[config.mk]
export PLATFORM = sky130hd
export DESIGN_NAME = abs_slip_valve_brake_controller
export DESIGN_NICKNAME = d
export VERILOG_FILES = /design/src/sv/abssv_pkg.sv /design/src/sv/abssv_div.sv /design/src/sv/abssv_core.sv /design/src/sv/abs_slip_valve_brake_controller.sv
export SDC_FILE = /design/constraint.sdc
export NUM_CORES = 1
export LEC_CHECK = 0
export BUFFER_PORTS_ARGS = -buffer_cell sky130_fd_sc_hd__buf_4
export CORE_ASPECT_RATIO = 0.6
export CORE_MARGIN = 2
export CORE_UTILIZATION = 57
export CTS_CLUSTER_SIZE = 16
export DETAILED_ROUTE_END_ITERATION = 7
export PLACE_DENSITY = 0.78
export SLEW_MARGIN = 25
export SYNTH_ARGS = -nofsm -noshare
export SYNTH_HDL_FRONTEND = slang
export SYNTH_HIERARCHICAL = 1
export SYNTH_SLANG_ARGS = --single-unit
[constraint.sdc]
create_clock -name clk_i -period 6.3 [get_ports clk_i]
set_input_delay 1.26 -clock clk_i [delete_from_list [all_inputs] [get_ports clk_i]]
set_output_delay 1.26 -clock clk_i [all_outputs]
set_load 0.005 [all_outputs]
[src/sv/abssv_pkg.sv]
`default_nettype none

package abssv_pkg;

  localparam int SPEED_BITS_DEF = 8;
  localparam int SLIP_SCALE     = 100;
  localparam int CFG_IDX_W      = 3;
  localparam int CFG_DATA_W     = 8;

  localparam logic [CFG_IDX_W-1:0] CFG_RESUME_SPEED = 3'd0;
  localparam logic [CFG_IDX_W-1:0] CFG_PEDAL_STEPS  = 3'd1;
  localparam logic [CFG_IDX_W-1:0] CFG_SLIP_RELEASE = 3'd2;
  localparam logic [CFG_IDX_W-1:0] CFG_SLIP_APPLY   = 3'd3;
  localparam logic [CFG_IDX_W-1:0] CFG_ABS_DECEL    = 3'd4;
  localparam logic [CFG_IDX_W-1:0] CFG_RELEASE_STEP = 3'd5;
  localparam logic [CFG_IDX_W-1:0] CFG_APPLY_STEP   = 3'd6;
  localparam logic [CFG_IDX_W-1:0] CFG_HOLD_STEP    = 3'd7;

  localparam logic [7:0] KEY_MANUAL_UC = 8'h42;
  localparam logic [7:0] KEY_MANUAL_LC = 8'h62;
  localparam logic [7:0] KEY_ABS_UC    = 8'h48;
  localparam logic [7:0] KEY_ABS_LC    = 8'h68;
  localparam logic [7:0] KEY_RESUME_UC = 8'h43;
  localparam logic [7:0] KEY_RESUME_LC = 8'h63;

  localparam logic FUNC_KEY  = 1'b0;
  localparam logic FUNC_TICK = 1'b1;

  localparam logic [1:0] MODE_NONE   = 2'd0;
  localparam logic [1:0] MODE_MANUAL = 2'd1;
  localparam logic [1:0] MODE_ABS    = 2'd2;

  localparam logic [1:0] VALVE_NONE    = 2'd0;
  localparam logic [1:0] VALVE_RELEASE = 2'd1;
  localparam logic [1:0] VALVE_APPLY   = 2'd2;
  localparam logic [1:0] VALVE_HOLD    = 2'd3;

  typedef enum logic [2:0] {
    ST_IDLE,
    ST_CALC,
    ST_DIV,
    ST_FIN,
    ST_OUT
  } state_e;

  typedef struct packed {
    logic [7:0] resume_speed;
    logic [3:0] pedal_steps;
    logic [6:0] slip_release_pct;
    logic [6:0] slip_apply_pct;
    logic [7:0] abs_vehicle_decel;
    logic [7:0] release_step;
    logic [7:0] apply_step;
    logic [7:0] hold_step;
  } cfg_t;

  typedef struct packed {
    logic       vehicle_stopped;
    logic       episode_end;
    logic       braking_active;
    logic [1:0] brake_mode_out;
    logic [1:0] valve_action;
    logic [7:0] wheel_speed_out;
    logic [7:0] vehicle_speed_out;
  } res_t;

endpackage

`default_nettype wire

[src/sv/abssv_div.sv]
`default_nettype none

module abssv_div import abssv_pkg::*; #(
  parameter int NUM_W = 15,
  parameter int DEN_W = 8
) (
  input  wire logic             clk_i,
  input  wire logic             rst_ni,
  input  wire logic             start_i,
  input  wire logic [NUM_W-1:0] num_i,
  input  wire logic [DEN_W-1:0] den_i,
  output logic                  busy_o,
  output logic [NUM_W-1:0]      quo_o
);

  localparam int CW = $clog2(NUM_W);

  logic             busy_q, busy_d;
  logic [CW-1:0]    cnt_q, cnt_d;
  logic [NUM_W-1:0] quo_q, quo_d;
  logic [DEN_W-1:0] rem_q, rem_d;
  logic [DEN_W-1:0] den_q, den_d;
  logic [DEN_W:0]   rem_sh;
  logic [DEN_W:0]   rem_sub;

  always_comb begin
    busy_d  = busy_q;
    cnt_d   = cnt_q;
    quo_d   = quo_q;
    rem_d   = rem_q;
    den_d   = den_q;
    rem_sh  = {rem_q, quo_q[NUM_W-1]};
    rem_sub = rem_sh - {1'b0, den_q};
    if (start_i) begin
      busy_d = 1'b1;
      cnt_d  = '0;
      quo_d  = num_i;
      rem_d  = '0;
      den_d  = den_i;
    end else if (busy_q) begin
      if (!rem_sub[DEN_W]) begin
        rem_d = rem_sub[DEN_W-1:0];
        quo_d = {quo_q[NUM_W-2:0], 1'b1};
      end else begin
        rem_d = rem_sh[DEN_W-1:0];
        quo_d = {quo_q[NUM_W-2:0], 1'b0};
      end
      cnt_d = cnt_q + 1'b1;
      if (cnt_q == CW'(NUM_W - 1)) begin
        busy_d = 1'b0;
      end
    end
  end

  always_ff @(posedge clk_i or negedge rst_ni) begin
    if (!rst_ni) begin
      busy_q <= 1'b0;
      cnt_q  <= '0;
    end else begin
      busy_q <= busy_d;
      cnt_q  <= cnt_d;
    end
  end

  always_ff @(posedge clk_i) begin
    quo_q <= quo_d;
    rem_q <= rem_d;
    den_q <= den_d;
  end

  assign busy_o = busy_q;
  assign quo_o  = quo_q;

endmodule

`default_nettype wire

[src/sv/abssv_core.sv]
`default_nettype none

module abssv_core import abssv_pkg::*; #(
  parameter int SPEED_BITS = SPEED_BITS_DEF
) (
  input  wire logic       clk_i,
  input  wire logic       rst_ni,
  input  wire cfg_t       cfg_i,
  input  wire logic       in_valid_i,
  output logic            in_ready_o,
  input  wire logic       in_func_i,
  input  wire logic [7:0] in_key_i,
  output logic            res_valid_o,
  input  wire logic       res_ready_i,
  output res_t            res_o
);

  localparam int SB    = SPEED_BITS;
  localparam int AW    = ((SB > 8) ? SB : 8) + 2;
  localparam int NUM_W = SB + 7;
  localparam int SpeedMax = (1 << SB) - 1;
  localparam logic [SB-1:0] SpeedMaxV = '1;
  localparam logic [SB-1:0] SpeedRst  = SB'((100 > SpeedMax) ? SpeedMax : 100);

  state_e state_q, state_d;

  logic [SB-1:0] v_q, v_d;
  logic [SB-1:0] w_q, w_d;
  logic [3:0]    pedal_q, pedal_d;
  logic [1:0]    mode_q, mode_d;
  logic [1:0]    valve_q, valve_d;
  logic          ended_q, ended_d;
  logic          neg_q, neg_d;
  logic          func_q;
  logic [7:0]    key_q;

  logic                 was_active;
  logic signed [AW-1:0] v_s, w_s, v_new, mag, w_new;
  logic                 div_start, div_busy;
  logic [NUM_W-1:0]     div_num, quo;
  logic [SB-1:0]        div_den;
  logic                 slip_gt, slip_lt;

  abssv_div #(
    .NUM_W(NUM_W),
    .DEN_W(SB)
  ) u_div (
    .clk_i  (clk_i),
    .rst_ni (rst_ni),
    .start_i(div_start),
    .num_i  (div_num),
    .den_i  (div_den),
    .busy_o (div_busy),
    .quo_o  (quo)
  );

  always_comb begin
    state_d = state_q;
    case (state_q)
      ST_IDLE: if (in_valid_i) state_d = ST_CALC;
      ST_CALC: state_d = div_start ? ST_DIV : ST_OUT;
      ST_DIV:  if (!div_busy) state_d = ST_FIN;
      ST_FIN:  state_d = ST_OUT;
      ST_OUT:  if (res_ready_i) state_d = ST_IDLE;
      default: state_d = ST_IDLE;
    endcase
  end

  always_comb begin
    in_ready_o  = (state_q == ST_IDLE);
    res_valid_o = (state_q == ST_OUT);
  end

  always_comb begin
    v_d        = v_q;
    w_d        = w_q;
    pedal_d    = pedal_q;
    mode_d     = mode_q;
    valve_d    = valve_q;
    ended_d    = ended_q;
    neg_d      = neg_q;
    div_start  = 1'b0;
    div_num    = '0;
    div_den    = '0;
    was_active = (pedal_q != '0) && (v_q != '0);
    v_s        = $signed(AW'(v_q));
    w_s        = $signed(AW'(w_q));
    v_new      = v_s - $signed(AW'(cfg_i.abs_vehicle_decel));
    mag        = '0;
    w_new      = w_s;
    slip_gt    = !neg_q && (quo > NUM_W'(cfg_i.slip_release_pct));
    slip_lt    = (neg_q && (quo != '0)) || (quo < NUM_W'(cfg_i.slip_apply_pct));

    case (state_q)
      ST_CALC: begin
        valve_d = VALVE_NONE;
        ended_d = 1'b0;
        if (func_q == FUNC_KEY) begin
          if (key_q inside {KEY_MANUAL_UC, KEY_MANUAL_LC, KEY_ABS_UC, KEY_ABS_LC}) begin
            mode_d  = (key_q inside {KEY_MANUAL_UC, KEY_MANUAL_LC}) ? MODE_MANUAL : MODE_ABS;
            pedal_d = cfg_i.pedal_steps;
            if (!was_active) begin
              w_d = v_q;
            end
          end else if (key_q inside {KEY_RESUME_UC, KEY_RESUME_LC}) begin
            v_d     = (AW'(cfg_i.resume_speed) > AW'(SpeedMaxV)) ? SpeedMaxV
                                                                   : SB'(cfg_i.resume_speed);
            pedal_d = '0;
            ended_d = was_active;
          end
        end else if (was_active) begin
          pedal_d = pedal_q - 4'd1;
          case (mode_q)
            MODE_ABS: begin
              if (v_new <= 0) begin
                v_d = '0;
                w_d = '0;
              end else begin
                v_d       = v_new[SB-1:0];
                neg_d     = v_new < w_s;
                mag       = (v_new < w_s) ? (w_s - v_new) : (v_new - w_s);
                div_start = 1'b1;
                div_num   = NUM_W'(mag[SB-1:0]) * NUM_W'(SLIP_SCALE);
                div_den   = v_new[SB-1:0];
              end
            end
            MODE_MANUAL: begin
              v_d = v_q - 1'b1;
              w_d = v_q - 1'b1;
            end
            default: begin
              if (w_q > v_q) begin
                w_d = v_q;
              end
            end
          endcase
          ended_d = !((pedal_d != '0) && (v_d != '0));
        end
      end
      ST_FIN: begin
        if (slip_gt) begin
          valve_d = VALVE_RELEASE;
          w_new   = w_s + $signed(AW'(cfg_i.release_step));
        end else if (slip_lt) begin
          valve_d = VALVE_APPLY;
          w_new   = w_s - $signed(AW'(cfg_i.apply_step));
        end else begin
          valve_d = VALVE_HOLD;
          w_new   = w_s - $signed(AW'(cfg_i.hold_step));
        end
        if (w_new > v_s) begin
          w_d = v_q;
        end else if (w_new < 0) begin
          w_d = '0;
        end else begin
          w_d = w_new[SB-1:0];
        end
      end
      default: ;
    endcase
  end

  always_ff @(posedge clk_i or negedge rst_ni) begin
    if (!rst_ni) begin
      state_q <= ST_IDLE;
      v_q     <= SpeedRst;
      w_q     <= SpeedRst;
      pedal_q <= '0;
      mode_q  <= MODE_NONE;
      valve_q <= VALVE_NONE;
      ended_q <= 1'b0;
    end else begin
      state_q <= state_d;
      v_q     <= v_d;
      w_q     <= w_d;
      pedal_q <= pedal_d;
      mode_q  <= mode_d;
      valve_q <= valve_d;
      ended_q <= ended_d;
    end
  end

  always_ff @(posedge clk_i) begin
    neg_q <= neg_d;
    if (in_valid_i && in_ready_o) begin
      func_q <= in_func_i;
      key_q  <= in_key_i;
    end
  end

  always_comb begin
    res_o.vehicle_speed_out = 8'(v_q);
    res_o.wheel_speed_out   = 8'(w_q);
    res_o.valve_action      = valve_q;
    res_o.brake_mode_out    = mode_q;
    res_o.braking_active    = (pedal_q != '0) && (v_q != '0);
    res_o.episode_end       = ended_q;
    res_o.vehicle_stopped   = (v_q == '0);
  end

endmodule

`default_nettype wire

[src/sv/abs_slip_valve_brake_controller.sv]
// Channel   Dir  Signals                 Contents
// s_axis    in   tvalid/tready/tdata/tuser  tuser: func; tdata: key
// m_axis    out  tvalid/tready/tdata/tlast  tlast: episode_end; tdata: status
// cfg       in   cfg_we_i/cfg_idx_i/cfg_data_i  register writes, no wait
//
// Key beats, manual and idle ticks, and ABS ticks that stop the vehicle pass
// from ST_CALC straight to ST_OUT, then into the output register.
// An active ABS tick also passes through ST_DIV and ST_FIN on the way; the serial
// slip divider retires one quotient bit per cycle over SPEED_BITS + 7 bits.
// Reset is asynchronous, active low; speeds come up at 100, saturated to the width.
// A result parks in the output register; the next beat is taken while it waits,
// and a stalled m_axis holds the sequencer in its final state.
`default_nettype none

module abs_slip_valve_brake_controller import abssv_pkg::*; #(
  parameter int SPEED_BITS = SPEED_BITS_DEF
) (
  input  wire logic                  clk_i,
  input  wire logic                  rst_ni,
  input  wire logic                  s_axis_tvalid,
  output logic                       s_axis_tready,
  input  wire logic [7:0]            s_axis_tdata,  // [7:0] key
  input  wire logic                  s_axis_tuser,  // [0] func
  output logic                       m_axis_tvalid,
  input  wire logic                  m_axis_tready,
  // [7:0] vehicle_speed_out, [15:8] wheel_speed_out, [17:16] valve_action,
  // [19:18] brake_mode_out, [20] braking_active, [21] vehicle_stopped, [23:22] zero
  output logic [23:0]                m_axis_tdata,
  output logic                       m_axis_tlast,  // episode_end
  input  wire logic                  cfg_we_i,
  input  wire logic [CFG_IDX_W-1:0]  cfg_idx_i,
  input  wire logic [CFG_DATA_W-1:0] cfg_data_i
);

  cfg_t cfg_q;
  res_t core_res;
  res_t out_q;
  logic out_valid_q;
  logic core_valid;
  logic core_ready;

  always_ff @(posedge clk_i or negedge rst_ni) begin
    if (!rst_ni) begin
      cfg_q.resume_speed      <= 8'd100;
      cfg_q.pedal_steps       <= 4'd5;
      cfg_q.slip_release_pct  <= 7'd20;
      cfg_q.slip_apply_pct    <= 7'd10;
      cfg_q.abs_vehicle_decel <= 8'd4;
      cfg_q.release_step      <= 8'd8;
      cfg_q.apply_step        <= 8'd12;
      cfg_q.hold_step         <= 8'd6;
    end else if (cfg_we_i) begin
      case (cfg_idx_i)
        CFG_RESUME_SPEED: cfg_q.resume_speed      <= cfg_data_i;
        CFG_PEDAL_STEPS:  cfg_q.pedal_steps       <= cfg_data_i[3:0];
        CFG_SLIP_RELEASE: cfg_q.slip_release_pct  <= cfg_data_i[6:0];
        CFG_SLIP_APPLY:   cfg_q.slip_apply_pct    <= cfg_data_i[6:0];
        CFG_ABS_DECEL:    cfg_q.abs_vehicle_decel <= cfg_data_i;
        CFG_RELEASE_STEP: cfg_q.release_step      <= cfg_data_i;
        CFG_APPLY_STEP:   cfg_q.apply_step        <= cfg_data_i;
        CFG_HOLD_STEP:    cfg_q.hold_step         <= cfg_data_i;
        default: ;
      endcase
    end
  end

  abssv_core #(
    .SPEED_BITS(SPEED_BITS)
  ) u_core (
    .clk_i      (clk_i),
    .rst_ni     (rst_ni),
    .cfg_i      (cfg_q),
    .in_valid_i (s_axis_tvalid),
    .in_ready_o (s_axis_tready),
    .in_func_i  (s_axis_tuser),
    .in_key_i   (s_axis_tdata),
    .res_valid_o(core_valid),
    .res_ready_i(core_ready),
    .res_o      (core_res)
  );

  assign core_ready = !out_valid_q || m_axis_tready;

  always_ff @(posedge clk_i or negedge rst_ni) begin
    if (!rst_ni) begin
      out_valid_q <= 1'b0;
    end else if (core_ready) begin
      out_valid_q <= core_valid;
    end
  end

  always_ff @(posedge clk_i) begin
    if (core_ready && core_valid) begin
      out_q <= core_res;
    end
  end

  assign m_axis_tvalid = out_valid_q;
  assign m_axis_tlast  = out_q.episode_end;
  assign m_axis_tdata  = {2'b00, out_q.vehicle_stopped, out_q.braking_active,
                          out_q.brake_mode_out, out_q.valve_action,
                          out_q.wheel_speed_out, out_q.vehicle_speed_out};

endmodule

`default_nettype wire
## Word-level counts from Yosys, hierarchy flattened

Index checks and enable logic that the tools add are counted.

- Register bits: 156
- Latch bits: 0
- Memory bits (writable): 0
- Bits in read-only memories: 0
- Bits of input ports: 25
- Output and inout bits: 27
- Logic and storage cells: 181
- Memories kept: 0

- Add/sub/neg operators: 10
- Multipliers: 1
- Divide/modulo/power cells: 0
- Order comparisons: 7
- Equality and inequality tests: 30
- Shifts and indexed selects: 0
- Mux-type cells: 59
- Bitwise operators: 2
- Reductions and logical operators: 41

Operators with widths:

| cell | count |
|---|---|
| two-way mux 8 bit | 18 |
| two-way mux 15 bit | 7 |
| == test 8 x 7 -> 1 bit (second input constant) | 6 |
| case mux 8 bit (2 select lines) | 3 |
| two-way mux 10 bit | 3 |
| subtractor 8 x 8 -> 9 bit | 3 |
| two-way mux 4 bit | 6 |
| AND reduction 2 bit | 8 |
| nonzero test 8 bit | 2 |
| subtractor 8 bit | 2 |
| == test 3 bit (second input constant) | 5 |
| > comparator 15 x 7 -> 1 bit | 1 |
| < comparator 15 x 7 -> 1 bit | 1 |
| case mux 3 bit (5 select lines) | 1 |
| nonzero test 15 bit | 1 |
| two-way mux 1 bit | 14 |
| multiplier 8 x 5 -> 13 bit (second input constant) | 1 |
| == test 3 x 2 -> 1 bit (second input constant) | 4 |
| two-way mux 3 bit | 4 |
| nonzero test 4 bit | 3 |
| > comparator 10 x 9 -> 1 bit | 1 |
| < comparator 10 x 1 -> 1 bit (second input constant) | 1 |
| nonzero test 2 bit | 5 |
| adder 8 x 8 -> 9 bit | 1 |
| 31 further kinds | 49 |

## Logic depth before layout (Yosys ltp)

Gate-level depths: netlist (run 1).

- Depth after elaboration: 12
- Mapped depth: 32
- Mapped depth without buffers: 31

## Modules after synthesis

Netlist (run 1), hierarchy kept.

By module, submodules not included:

| module | instances | cells each | area an instance (um^2) | seq. area each (um^2) |
|---|---|---|---|---|
| abssv_core | 1 | 680 | 5,662.9 | 978.4 |
| abs_slip_valve_brake_controller | 1 | 160 | 3,001.6 | 2,185.8 |
| abssv_div | 1 | 166 | 1,899.3 | 975.9 |

## Worst setup path before layout (run 1)

No wires, ideal clock.

- Path kind: flip-flop to flip-flop
- Start point: register u_core.v_q[0]
- End point: register u_core.u_div.quo_q[14] (netlist: u_core/u_div/quo_o[14]) (data pin)
- Library setup time: 0.260 ns
- Data arrival time: 6.560 ns
- Data required time: 6.040 ns
- Slack: -0.520 ns
- Cell stages (with the launch flop): 33
- Path buffers: 1
- Clock period less this slack: 6.820 ns
- Path through: dfrtp_1 > inv_1 > ha_1 > inv_1 > fa_1 > a211o_1 > a21oi_1 > o21ba_2 > xnor2_1 > ha_1 > nand2_1 > a211oi_1 > o31ai_1 > a211oi_1 > buf_2 > mux2i_1 > xor2_1 > inv_2 > ha_1 > ha_1 > inv_1 > fa_1 > inv_1 > ha_1 > nor2b_1 > o21ai_0 > nand2b_1 > a21o_1 > a21o_1 > a31oi_1 > xor2_1 > nor2_1 > mux2_2

- Word-level cells in the longest chain between the ends: 10
- Elaborated cells between the ends (all ways): 20
- Classes of those cells: 3 x add/sub; 1 x mul; 2 x order compare; 12 x mux; 2 x reduce/logical

Ends and longest elaborated chain:

| element | line | source |
|---|---|---|
| start, declared | abssv_core.sv:27 | `logic [SB-1:0] v_q, v_d;` |
| start signal, assigned | abssv_core.sv:166 | `v_q <= SpeedRst;` |
| start signal, assigned | abssv_core.sv:174 | `v_q <= v_d;` |
| subtractor 8 x 8 -> 9 bit | abssv_core.sv:88 | `v_new = v_s - $signed(AW'(cfg_i.abs_vehicle_decel));` |
| subtractor 8 bit / < comparator 9 bit (equally long branches) | abssv_core.sv:121 | `mag = (v_new < w_s) ? (w_s - v_new) : (v_new - w_s);` |
| two-way mux 8 bit | abssv_core.sv:121 |  |
| multiplier 8 x 5 -> 13 bit | abssv_core.sv:123 | `div_num = NUM_W'(mag[SB-1:0]) * NUM_W'(SLIP_SCALE);` |
| two-way mux 15 bit | abssv_core.sv:115 | `if (v_new <= 0) begin` |
| two-way mux 15 bit | abssv_core.sv:113 | `case (mode_q)` |
| two-way mux 15 bit * | abssv_core.sv:111 | `end else if (was_active) begin` |
| two-way mux 15 bit * | abssv_core.sv:98 | `if (func_q == FUNC_KEY) begin` |
| two-way mux 15 bit * | abssv_core.sv:94 | `case (state_q)` |
| named net u_core.div_num[14] | abssv_core.sv:40 | `logic [NUM_W-1:0] div_num, quo;` |
| two-way mux 15 bit * | abssv_div.sv:34 | `if (start_i) begin` |
| named net u_core.u_div.quo_d[14] | abssv_div.sv:20 | `logic [NUM_W-1:0] quo_q, quo_d;` |
| end signal, assigned | abssv_div.sv:66 | `quo_q <= quo_d;` |
| end, declared | abssv_div.sv:20 |  |

Mark *: on every way through the listed nets, which the timed path passes. The rest lies on a longest branch.
A chain may end at the register's enable or synchronous reset.

## Worst setup path in the final report (run 1)

Same ends and word-level chain as after synthesis.

==> results of run 1 <==
## state kept, by name, indices dropped and copies added, names as in the netlist
name,flops
cfg_q,58
m_axis_tdata,22
m_axis_tlast,1
m_axis_tvalid,1
u_core/ended_q,1
u_core/func_q,1
u_core/key_q,7
u_core/mode_q,2
u_core/neg_q,1
u_core/pedal_q,4
u_core/state_q,3
u_core/u_div/busy_o,1
u_core/u_div/cnt_q,4
u_core/u_div/den_q,8
u_core/u_div/quo_o,15
u_core/u_div/rem_q,8
u_core/v_q,8
u_core/valve_q,2
u_core/w_q,8
## cells by family (layout without fill, tap and decap cells)
family,after synthesis,count (layout),share of synthesized area
simple gates,239,239,0.122
compound gates,221,221,0.143
flops,155,155,0.392
mux,110,110,0.116
fa+ha+maj,120,120,0.149
xor+xnor,35,35,0.0290
other cells,2,4,0.000711
buf+inv,124,228,0.0484
## per-stage QoR
stage                     instances  utilization  setup TNS [ns]  instance area, µm²
after floorplan                1008            -          -0.117               10700
after global placement         1315        0.637         -0.0236               11500
after detailed placement       1315        0.637          -0.546               11500
after CTS                      1349        0.671         -0.0493               12200
after global routing           1352        0.676           -1.59               12200
final                          1352        0.676          -0.324               12200
## area by class of cell
type	count	area share
Inverter	92	0.0286
Tap cell	240	0.0245
Multi-Input combinational cell	729	0.498
Clock inverter	14	0.0108
Clock buffer	18	0.0359
Timing Repair Buffer	104	0.0641
Sequential cell	155	0.338
## Yosys cell counts, types with 6 or more instances
cell | n | area, µm²
a211oi_1 | 13 | 97.6
a21o_1 | 15 | 113
a21oi_1 | 48 | 240
a31oi_1 | 7 | 43.8
and2_1 | 7 | 43.8
and3_1 | 12 | 75.1
buf_2 | 10 | 50.1
clkbuf_1 | 13 | 48.8
dfrtp_1 | 71 | 1780
dfstp_2 | 21 | 552
dfxtp_1 | 8 | 160
edfxtp_1 | 55 | 1650
fa_1 | 9 | 180
ha_1 | 111 | 1390
inv_1 | 89 | 334
mux2_2 | 75 | 845
mux2_4 | 6 | 90.1
mux2i_1 | 28 | 280
nand2_1 | 44 | 165
nand2b_1 | 17 | 106
nand3_1 | 13 | 65.1
nand4_1 | 9 | 56.3
nor2_1 | 55 | 206
nor2b_1 | 11 | 68.8
nor3_1 | 24 | 120
nor4_1 | 9 | 56.3
o21a_1 | 12 | 90.1
o21ai_0 | 51 | 255
o21bai_1 | 6 | 45.0
o22ai_1 | 6 | 37.5
o31ai_1 | 7 | 52.6
or3_1 | 7 | 43.8
xnor2_1 | 16 | 140
xor2_1 | 19 | 166
## what timing repair did
item / 4_1_cts / 5_1_grt
pin swaps: 4 / 21
setup buffers: 2 / 3
gates resized for setup: 5 / 13
setup endpoints to repair: 4 / 5
## worst max-delay path: cells and delay by family, from the launching register on
family,cells,cell delay [ns]
xor+xnor,3,0.49
fa+ha+maj,7,2.03
simple gates,4,0.36
mux,2,0.52
buf+inv,8,0.75
compound gates,9,1.68
flops,1,0.43
## per-layer routing
| metal | global-route usage | part of all wire | vias up |
|---|---|---|---|
| met2 | 0.401 | 0.39 | 361 |
| li1 | - | - | 3848 |
| met5 | 0 | 0 | - |
| met1 | 0.426 | 0.49 | 3988 |
| met4 | 0.0859 | 0.017 | 0 |
| met3 | 0.0924 | 0.10 | 32 |
## worst paths after layout
check                      slack, ns                  startpoint  cells after the start                                to
max                            -0.20   u_core/v_q[0]$_DFFE_PN0P_                     33  u_core/u_div/quo_o[14]$_DFFE_PP_
min                             0.46  u_core/ended_q$_DFFE_PN0P_                      0            m_axis_tlast$_DFFE_PP_
max reg2reg                    -0.20   u_core/v_q[0]$_DFFE_PN0P_                     33  u_core/u_div/quo_o[14]$_DFFE_PP_
min reg2reg                     0.46  u_core/ended_q$_DFFE_PN0P_                      0            m_axis_tlast$_DFFE_PP_
max in group asynchronous       4.41                      rst_ni                      2             cfg_q[50]$_DFFE_PN0P_
min in group asynchronous       0.75                      rst_ni                      1     u_core/valve_q[0]$_DFFE_PN0P_
==> results.txt, run 1 <==
Routability Congestion: 1.00
Req. time, crit path: 6.49 ns
Residual DRC: 0
Hold Buf Count CTS: 0
Largest net degree at the start of global routing: 66
Area grow syn2layout: 15.9%
Die footprint: 0.0197 mm²
Max_cap viols: 0
Detail Route Antenna Nets: 0
Via density: 6.09
Final period utilization: 1.03
Reg clk slew, reported paths: 0.07 ns
CTS tree: done
Mapped Area: 0.0106 mm²
Setup Viol. Count Final: 4
Final Hold Fails: 0
Minimum clock period: 6.50 ns
Cell count after synthesis: 1006
Vias in the first global route: 7748
Clock sink count: 155
Layout Skew: 0.0145 ns
Yosys warns: 6
Seq/Total Area, Yosys: 0.392
Post-detail-place hpwl: 20700 µm
Initial Utilization: 0.583
Cts bufs inserted: 17
Commonest cells after routing, fill and taps aside: ha_1 (104), buf_4 (103), inv_1 (85)
CP max FO: 5
Most common cell after layout, fill and taps aside: ha_1
Slew HR: 0.386
# rows: 38
CP max-delay cell: fa_1
GRT overflow: 0
Clock latency on the worst-skew pair: 0.44 ns
HP Class: reg2reg
Core Box Area: 0.0181 mm²
Clock tree root driver cell: clkbuf_16
Longest Clk Path Bufs: 2
Storage element area: 0.00414 mm²
CP peak stage delay: 0.52 ns
Multi-input gate area: 0.00609 mm²
Final net count: 1244
Number of synthesized flops with an enable pin: 55
CP Launch Type: flop
Crit. End Element: flop
Router iterations before antenna repair: 6
Final Slew Violations: 0
Outcome: complete, but fails checks
# port buffers: 48
H-tree Lvls: 4
Share of post-route cells with drive strength above 1: 0.263
GRT Util Overall: 0.288
Critical Path AT: 6.69 ns
Library cells used by synthesis: 87
Initial antenna violation count: 0
Detailed Route Iter0 Violations: 810
Most common cell on crit path: ha_4
IO Count: 52
Failing checks: setup timing
Avg Cell Area, Syn: 10.5 µm²
Final setup margin: -0.198 ns
Drt total wl: 27500 µm
Top_reg_cell synth: dfrtp_1
Vias post-DR: 8229
Worst hold margin: 0.464 ns
Highest Clock Rate: 0.154 GHz
Pre-CTS setup slack: -0.178 ns
RSZ-0062 raised after global routing: true
Fill cells: 1381
Antenna Cells: 0
Synth async-reset ratio: 0.594
Yosys reg bits: 155
Setup CP Type: reg2reg
Detailed-route wire length per cell: 20.4 µm
First-pass GRT wire length: 42900 µm
Worst-Margin Slew: 0.921 ns
Vert. Die Dim: 109 µm
Die width: 180 µm
Power of run 1 is not shown: default switching activity piles up to over one toggle a cycle in this logic, so the estimate is an artifact.
==> inputs of run 2 (changes only) <==
ABC_AREA = 1   (was unset)
GPL_ROUTABILITY_DRIVEN = 0   (was unset)
==> results.txt, run 2 <==
Clock sink count: 155 (unchanged)
Synth async-reset ratio: 0.594 (unchanged)
Detailed Route Iter0 Violations: 988 (was 810)
Vias in the first global route: 8891 (was 7748)
Hold depth: 0 (unchanged)
Cell count after synthesis: 1416 (was 1006)
Antenna Cells: 0 (unchanged)
Commonest cells after routing, fill and taps aside: nand2_1 (456), inv_1 (189), nand3_1 (104), ha_1 (104), nor2_1 (73) (was ha_1 (104), buf_4 (103), inv_1 (85))
Initial Utilization: 0.580 (was 0.583)
Number of synthesized flops with an enable pin: 55 (unchanged)
GRT Util Overall: 0.292 (was 0.288)
Share of post-route cells with drive strength above 1: 0.137 (was 0.263)
CTS tree: done (unchanged)
Seq/Total Area, Yosys: 0.377 (was 0.392)
Crit. End Element: flop (unchanged)
CP max-delay cell: dfrtp_1 (was fa_1)
Drt total wl: 28700 µm (was 27500 µm)
CP peak stage delay: 0.52 ns (about the same)
Yosys warns: 6 (unchanged)
Hold EP: m_axis_tdata[16]$_DFFE_PP_ (was m_axis_tlast$_DFFE_PP_)
Via density: 5.56 (was 6.09)
Detail Route Antenna Nets: 0 (unchanged)
Yosys reg bits: 155 (unchanged)
Fill cells: 1632 (was 1381)
Reg clk slew, reported paths: 0.07 ns (about the same)
Core Box Area: 0.0189 mm² (was 0.0181 mm²)
Critical Path AT: 6.15 ns (was 6.69 ns)
First-pass GRT wire length: 45900 µm (was 42900 µm)
Slew HR: 0.426 (was 0.386)
Largest net degree at the start of global routing: 66 (unchanged)
Initial antenna violation count: 0 (unchanged)
Vert. Die Dim: 112 µm (was 109 µm)
Avg Cell Area, Syn: 7.75 µm² (was 10.5 µm²)
Worst-Margin Slew: 0.861 ns (was 0.921 ns)
Final period utilization: 0.945 (was 1.03)
Die width: 183 µm (was 180 µm)
Clock latency on the worst-skew pair: 0.44 ns (about the same)
Setup Viol. Count Final: 0 (was 4)
Final Hold Fails: 0 (unchanged)
Highest Clock Rate: 0.168 GHz (was 0.154 GHz)
Detailed-route wire length per cell: 16.6 µm (was 20.4 µm)
Origin of the critical flop-to-flop path: u_core/v_q[1]$_DFFE_PN0P_ (was u_core/v_q[0]$_DFFE_PN0P_)
IO Count: 52 (unchanged)
Top_reg_cell synth: dfrtp_1 (unchanged)
CP max FO: 8 (was 5)
Die footprint: 0.0204 mm² (was 0.0197 mm²)
Cts bufs inserted: 17 (unchanged)
Max_cap viols: 0 (unchanged)
# rows: 39 (was 38)
Cell type with the largest total area after synthesis: dfrtp_1 (unchanged)
R2R Path End: u_core/u_div/quo_o[13]$_DFFE_PP_ (was u_core/u_div/quo_o[14]$_DFFE_PP_)
Hold path start: u_core/valve_q[0]$_DFFE_PN0P_ (was u_core/ended_q$_DFFE_PN0P_)
Hold Buf Count CTS: 0 (unchanged)
Minimum clock period: 5.96 ns (was 6.50 ns)
Synth top area share: 0.162 (was 0.168)
Mapped Area: 0.0110 mm² (was 0.0106 mm²)
R2R Setup Slk: 0.34 ns (was -0.20 ns)
Post-detail-place hpwl: 21600 µm (was 20700 µm)
Top post-synthesis cells by area: dfrtp_1 (16%), nand2_1 (16%), edfxtp_1 (15%) (was dfrtp_1 (17%), edfxtp_1 (16%), ha_1 (13%))
Most common cell after layout, fill and taps aside: nand2_1 (was ha_1)
Vias post-DR: 9621 (was 8229)
Final Slew Violations: 0 (unchanged)
Req. time, crit path: 6.50 ns (was 6.49 ns)
Outcome: finished, final reports clean (was complete, but fails checks)
Library cells used by synthesis: 56 (was 87)
R2R depth: 38 (was 33)
Most common cell on crit path: nand2_1 (was ha_4)
Max reg flops: 58 (unchanged)
CP Launch Type: flop (unchanged)
Area grow syn2layout: 12.4% (was 15.9%)
Residual DRC: 0 (unchanged)
Router iterations before antenna repair: 6 (unchanged)
Largest register by flop count: cfg_q (unchanged)
H-tree Lvls: 4 (unchanged)
HP Class: reg2reg (unchanged)
Layout Skew: 0.0124 ns (was 0.0145 ns)
Worst path bufs/invs: 5 (was 8)
Setup CP Type: reg2reg (unchanged)
Crit path max-delay family: adder cells (unchanged)
# port buffers: 48 (unchanged)
Most common cell in the synthesized netlist: nand2_1 (was ha_1)
Longest Clk Path Bufs: 2 (unchanged)
Final net count: 1617 (was 1244)
Most instantiated cells after synthesis: nand2_1 (457), inv_1 (191), ha_1 (111) (was ha_1 (111), inv_1 (89), mux2_2 (75))
Final TNS setup: 0 ns (was -0.324 ns)
Clock tree root driver cell: clkbuf_16 (unchanged)
GRT overflow: 0 (unchanged)
==> run 2: worst max path at each step <==
stage | startpoint | to | slack [ns] | cells after the start
2_1_floorplan | u_core/v_q[0]$_DFFE_PN0P_ | u_core/u_div/quo_o[14]$_DFFE_PP_ | 0.54 | 39
3_3_place_gp | u_core/v_q[0]$_DFFE_PN0P_ | u_core/u_div/quo_o[13]$_DFFE_PP_ | 0.28 | 39
3_5_place_dp | u_core/v_q[0]$_DFFE_PN0P_ | u_core/u_div/quo_o[13]$_DFFE_PP_ | 0.14 | 39
4_1_cts | u_core/v_q[0]$_DFFE_PN0P_ | u_core/u_div/quo_o[13]$_DFFE_PP_ | 0.1 | 40
5_1_grt | cfg_q[28]$_DFFE_PN0P_ | u_core/u_div/quo_o[13]$_DFFE_PP_ | -0.08 | 39
6_report | u_core/v_q[1]$_DFFE_PN0P_ | u_core/u_div/quo_o[13]$_DFFE_PP_ | 0.34 | 38
==> run 2: worst register-to-register path: cells and delay by family, from the launching register on <==
| family | cells | cell delay (ns) |
|---|---|---|
| fa+ha+maj | 6 | 2.09 |
| simple gates | 22 | 1.82 |
| flops | 1 | 0.52 |
| xor+xnor | 2 | 0.34 |
| buf+inv | 5 | 0.33 |
| mux | 1 | 0.31 |
| compound gates | 2 | 0.31 |
==> run 2: cell type report <==
cell class,count,area (µm²),area share
Inverter,203,767,0.0621
Sequential cell,155,4140,0.335
Timing Repair Buffer,61,458,0.0371
Clock buffer,21,482,0.0390
Tap cell,246,308,0.0249
Clock inverter,11,131,0.0106
Multi-Input combinational cell,1034,6060,0.491
==> run 2: cells by family after synthesis <==
group | count (synthesis) | synth area share
adders and majority gates | 120 | 0.143
other | 2 | 0.000684
xor gates and xnor gates | 24 | 0.0191
DFF | 155 | 0.377
buffers and inverters | 229 | 0.0836
and+or+nand+nor | 719 | 0.286
AOI/OAI and AO/OA | 157 | 0.0808
muxes | 10 | 0.00923
==> run 2: metrics by stage <==
stage | util | setup slack (ns) | hold WS, ns | cells | cell area [µm²]
floorplan | - | 0.542 | 0.425 | 1418 | 11000
global placement | 0.613 | 0.276 | 0.437 | 1698 | 11600
detailed placement | 0.613 | 0.140 | 0.444 | 1698 | 11600
CTS | 0.645 | 0.0979 | 0.462 | 1730 | 12200
global route | 0.652 | -0.0798 | 0.476 | 1731 | 12300
finish | 0.652 | 0.344 | 0.459 | 1731 | 12300
==> run 2: per-layer routing <==
metal,GRT usage,vias to the layer above,part of all wire
met3,0.0896,33,0.10
li1,-,4696,-
met5,0,-,0
met2,0.400,408,0.40
met1,0.441,4484,0.48
met4,0.0837,0,0.013
==> run 2: timing repair <==
| action | in CTS | in global routing |
|---|---|---|
| endpoints found under the hold margin | 0 | 0 |
| setup endpoints to repair | 0 | 4 |
| buffers inserted | 0 | 1 |
| resized for setup | 0 | 21 |
Power of run 2 is left out for the same reason.
==> inputs of run 3 (changes only) <==
CORE_UTILIZATION = 50   (was 57)
PLACE_DENSITY = 0.67   (was 0.78)
clock period = 6.1 ns   (was 6.3 ns; I/O delays follow)
==> results.txt, run 3 (synthesis gave the netlist of run 2 again) <==
GRT overflow: 0 (unchanged)
Commonest cells after routing, fill and taps aside: nand2_1 (449), inv_1 (185), ha_1 (103) (was nand2_1 (456), inv_1 (189), nand3_1 (104), ha_1 (104), nor2_1 (73))
Post-Place Cells: 1739 (was 1698)
Hold path start: u_core/valve_q[1]$_DFFE_PN0P_ (was u_core/valve_q[0]$_DFFE_PN0P_)
Initial antenna violation count: 0 (unchanged)
Highest Clock Rate: 0.174 GHz (was 0.168 GHz)
Critical Path AT: 5.95 ns (was 6.15 ns)
Final Slew Violations: 0 (unchanged)
Vert. Die Dim: 119 µm (was 112 µm)
Worst-Margin Slew: 0.885 ns (was 0.861 ns)
Detailed-route wire length per cell: 16.5 µm (was 16.6 µm)
Hold EP: m_axis_tdata[17]$_DFFE_PP_ (was m_axis_tdata[16]$_DFFE_PP_)
# rows: 41 (was 39)
Post-detail-place hpwl: 22200 µm (was 21600 µm)
Reg clk slew, reported paths: 0.07 ns (about the same)
Most common cell on crit path: nand2_2 (was nand2_1)
R2R depth: 39 (was 38)
Worst path bufs/invs: 6 (was 5)
Die width: 195 µm (was 183 µm)
Setup CP Type: reg2reg (unchanged)
Outcome: finished, final reports clean (unchanged)
CP Launch Type: flop (unchanged)
Clock sink count: 155 (unchanged)
Crit. End Element: flop (unchanged)
GRT Util Overall: 0.260 (was 0.292)
Max reg flops: 58 (unchanged)
Area grow syn2layout: 13.2% (was 12.4%)
R2R Setup Slk: 0.34 ns (about the same)
DR WL met2: 11400 µm (was 11500 µm)
Met1 wire length: 14900 µm (was 13800 µm)
Die footprint: 0.0232 mm² (was 0.0204 mm²)
Metal3 WL: 2610 µm (was 2980 µm)
First-pass GRT wire length: 46500 µm (was 45900 µm)
Residual DRC: 0 (unchanged)
CP max FO: 6 (was 8)
Cts bufs inserted: 17 (unchanged)
Largest register by flop count: cfg_q (unchanged)
H-tree Lvls: 4 (unchanged)
HP Class: reg2reg (unchanged)
Largest net degree at the start of global routing: 59 (was 66)
Most common cell after layout, fill and taps aside: nand2_1 (unchanged)
Vias post-DR: 9592 (was 9621)
Longest Clk Path Bufs: 2 (unchanged)
Detailed Route Iter0 Violations: 1022 (was 988)
Max Used Layer: met4 (unchanged)
CP peak stage delay: 0.49 ns (was 0.52 ns)
Router iterations before antenna repair: 6 (unchanged)
Detail Route Antenna Nets: 0 (unchanged)
Clock latency on the worst-skew pair: 0.44 ns (about the same)
CTS tree: done (unchanged)
Final Non-Filler Cells: 1773 (was 1731)
Drt total wl: 29300 µm (was 28700 µm)
IO Count: 52 (unchanged)
Initial Utilization: 0.516 (was 0.580)
Final core occ: 0.584 (was 0.652)
Final period utilization: 0.944 (was 0.945)
Req. time, crit path: 6.29 ns (was 6.50 ns)
Layout Skew: 0.0139 ns (was 0.0124 ns)
Final Hold Fails: 0 (unchanged)
Crit path max-delay family: adder cells (unchanged)
# port buffers: 48 (unchanged)
CP max-delay cell: fa_1 (was dfrtp_1)
R2R Path End: u_core/u_div/quo_o[13]$_DFFE_PP_ (unchanged)
Max_cap viols: 0 (unchanged)
Hold depth: 0 (unchanged)
Final net count: 1626 (was 1617)
Core Box Area: 0.0213 mm² (was 0.0189 mm²)
Worst hold margin: 0.458 ns (was 0.459 ns)
Via density: 5.41 (was 5.56)
Antenna Cells: 0 (unchanged)
Clock tree root driver cell: clkbuf_16 (unchanged)
Share of post-route cells with drive strength above 1: 0.151 (was 0.137)
Vias in the first global route: 8759 (was 8891)
Slew HR: 0.408 (was 0.426)
Setup Viol. Count Final: 0 (unchanged)
Origin of the critical flop-to-flop path: u_core/v_q[0]$_DFFE_PN0P_ (was u_core/v_q[1]$_DFFE_PN0P_)
Minimum clock period: 5.76 ns (was 5.96 ns)
[run 3: cell count changes in the layout (fill, tap and decap cells not counted), sizes merged]
cell / before / now
buf: 61 / 70
clkinv: 8 / 13
inv: 203 / 199
bufinv: 2 / 0
clkbuf: 21 / 22
[run 3: cell type report]
type | instances | area [µm²]
Clock buffer | 22 | 468
Clock inverter | 10 | 68.8
Fill cell | 1937 | 8860
Inverter | 203 | 767
Multi-Input combinational cell | 1034 | 6110
Sequential cell | 155 | 4140
Tap cell | 279 | 349
Timing Repair Buffer | 70 | 526
[run 3: worst max path at each step]
| stage | slack (ns) | cells past startpoint | endpoint | startpoint |
|---|---|---|---|---|
| 2_1_floorplan | 0.34 | 39 | u_core/u_div/quo_o[14]$_DFFE_PP_ | u_core/v_q[0]$_DFFE_PN0P_ |
| 3_3_place_gp | 0.14 | 40 | u_core/u_div/quo_o[13]$_DFFE_PP_ | u_core/v_q[0]$_DFFE_PN0P_ |
| 3_5_place_dp | 0.02 | 40 | u_core/u_div/quo_o[13]$_DFFE_PP_ | u_core/v_q[0]$_DFFE_PN0P_ |
| 4_1_cts | 0.03 | 40 | u_core/u_div/quo_o[13]$_DFFE_PP_ | u_core/v_q[0]$_DFFE_PN0P_ |
| 5_1_grt | -0.06 | 41 | u_core/u_div/quo_o[13]$_DFFE_PP_ | u_core/v_q[0]$_DFFE_PN0P_ |
| 6_report | 0.34 | 39 | u_core/u_div/quo_o[13]$_DFFE_PP_ | u_core/v_q[0]$_DFFE_PN0P_ |
[run 3: routing by layer]
layer | GRT usage | vias to the layer above
met5 | 0 | -
met4 | 0.0568 | 0
met3 | 0.0579 | 28
met2 | 0.351 | 360
met1 | 0.413 | 4489
li1 | - | 4715
[run 3: timing repair]
item                                    4_1_cts  5_1_grt
buffers inserted                              0        2
pin swaps                                     0       17
hold buffers                                  0        0
resized for setup                             1       36
endpoints found under the setup margin        2        4
[run 3: stage by stage]
| step | setup TNS [ns] | area, µm² | setup WS, ns |
|---|---|---|---|
| floorplan | 0 | 11000 | 0.342 |
| global placement | 0 | 11700 | 0.143 |
| detailed placement | 0 | 11700 | 0.0213 |
| CTS | 0 | 12300 | 0.0284 |
| global route | -0.0779 | 12400 | -0.0562 |
| finish | 0 | 12400 | 0.341 |
Power of run 3 is left out for the same reason.
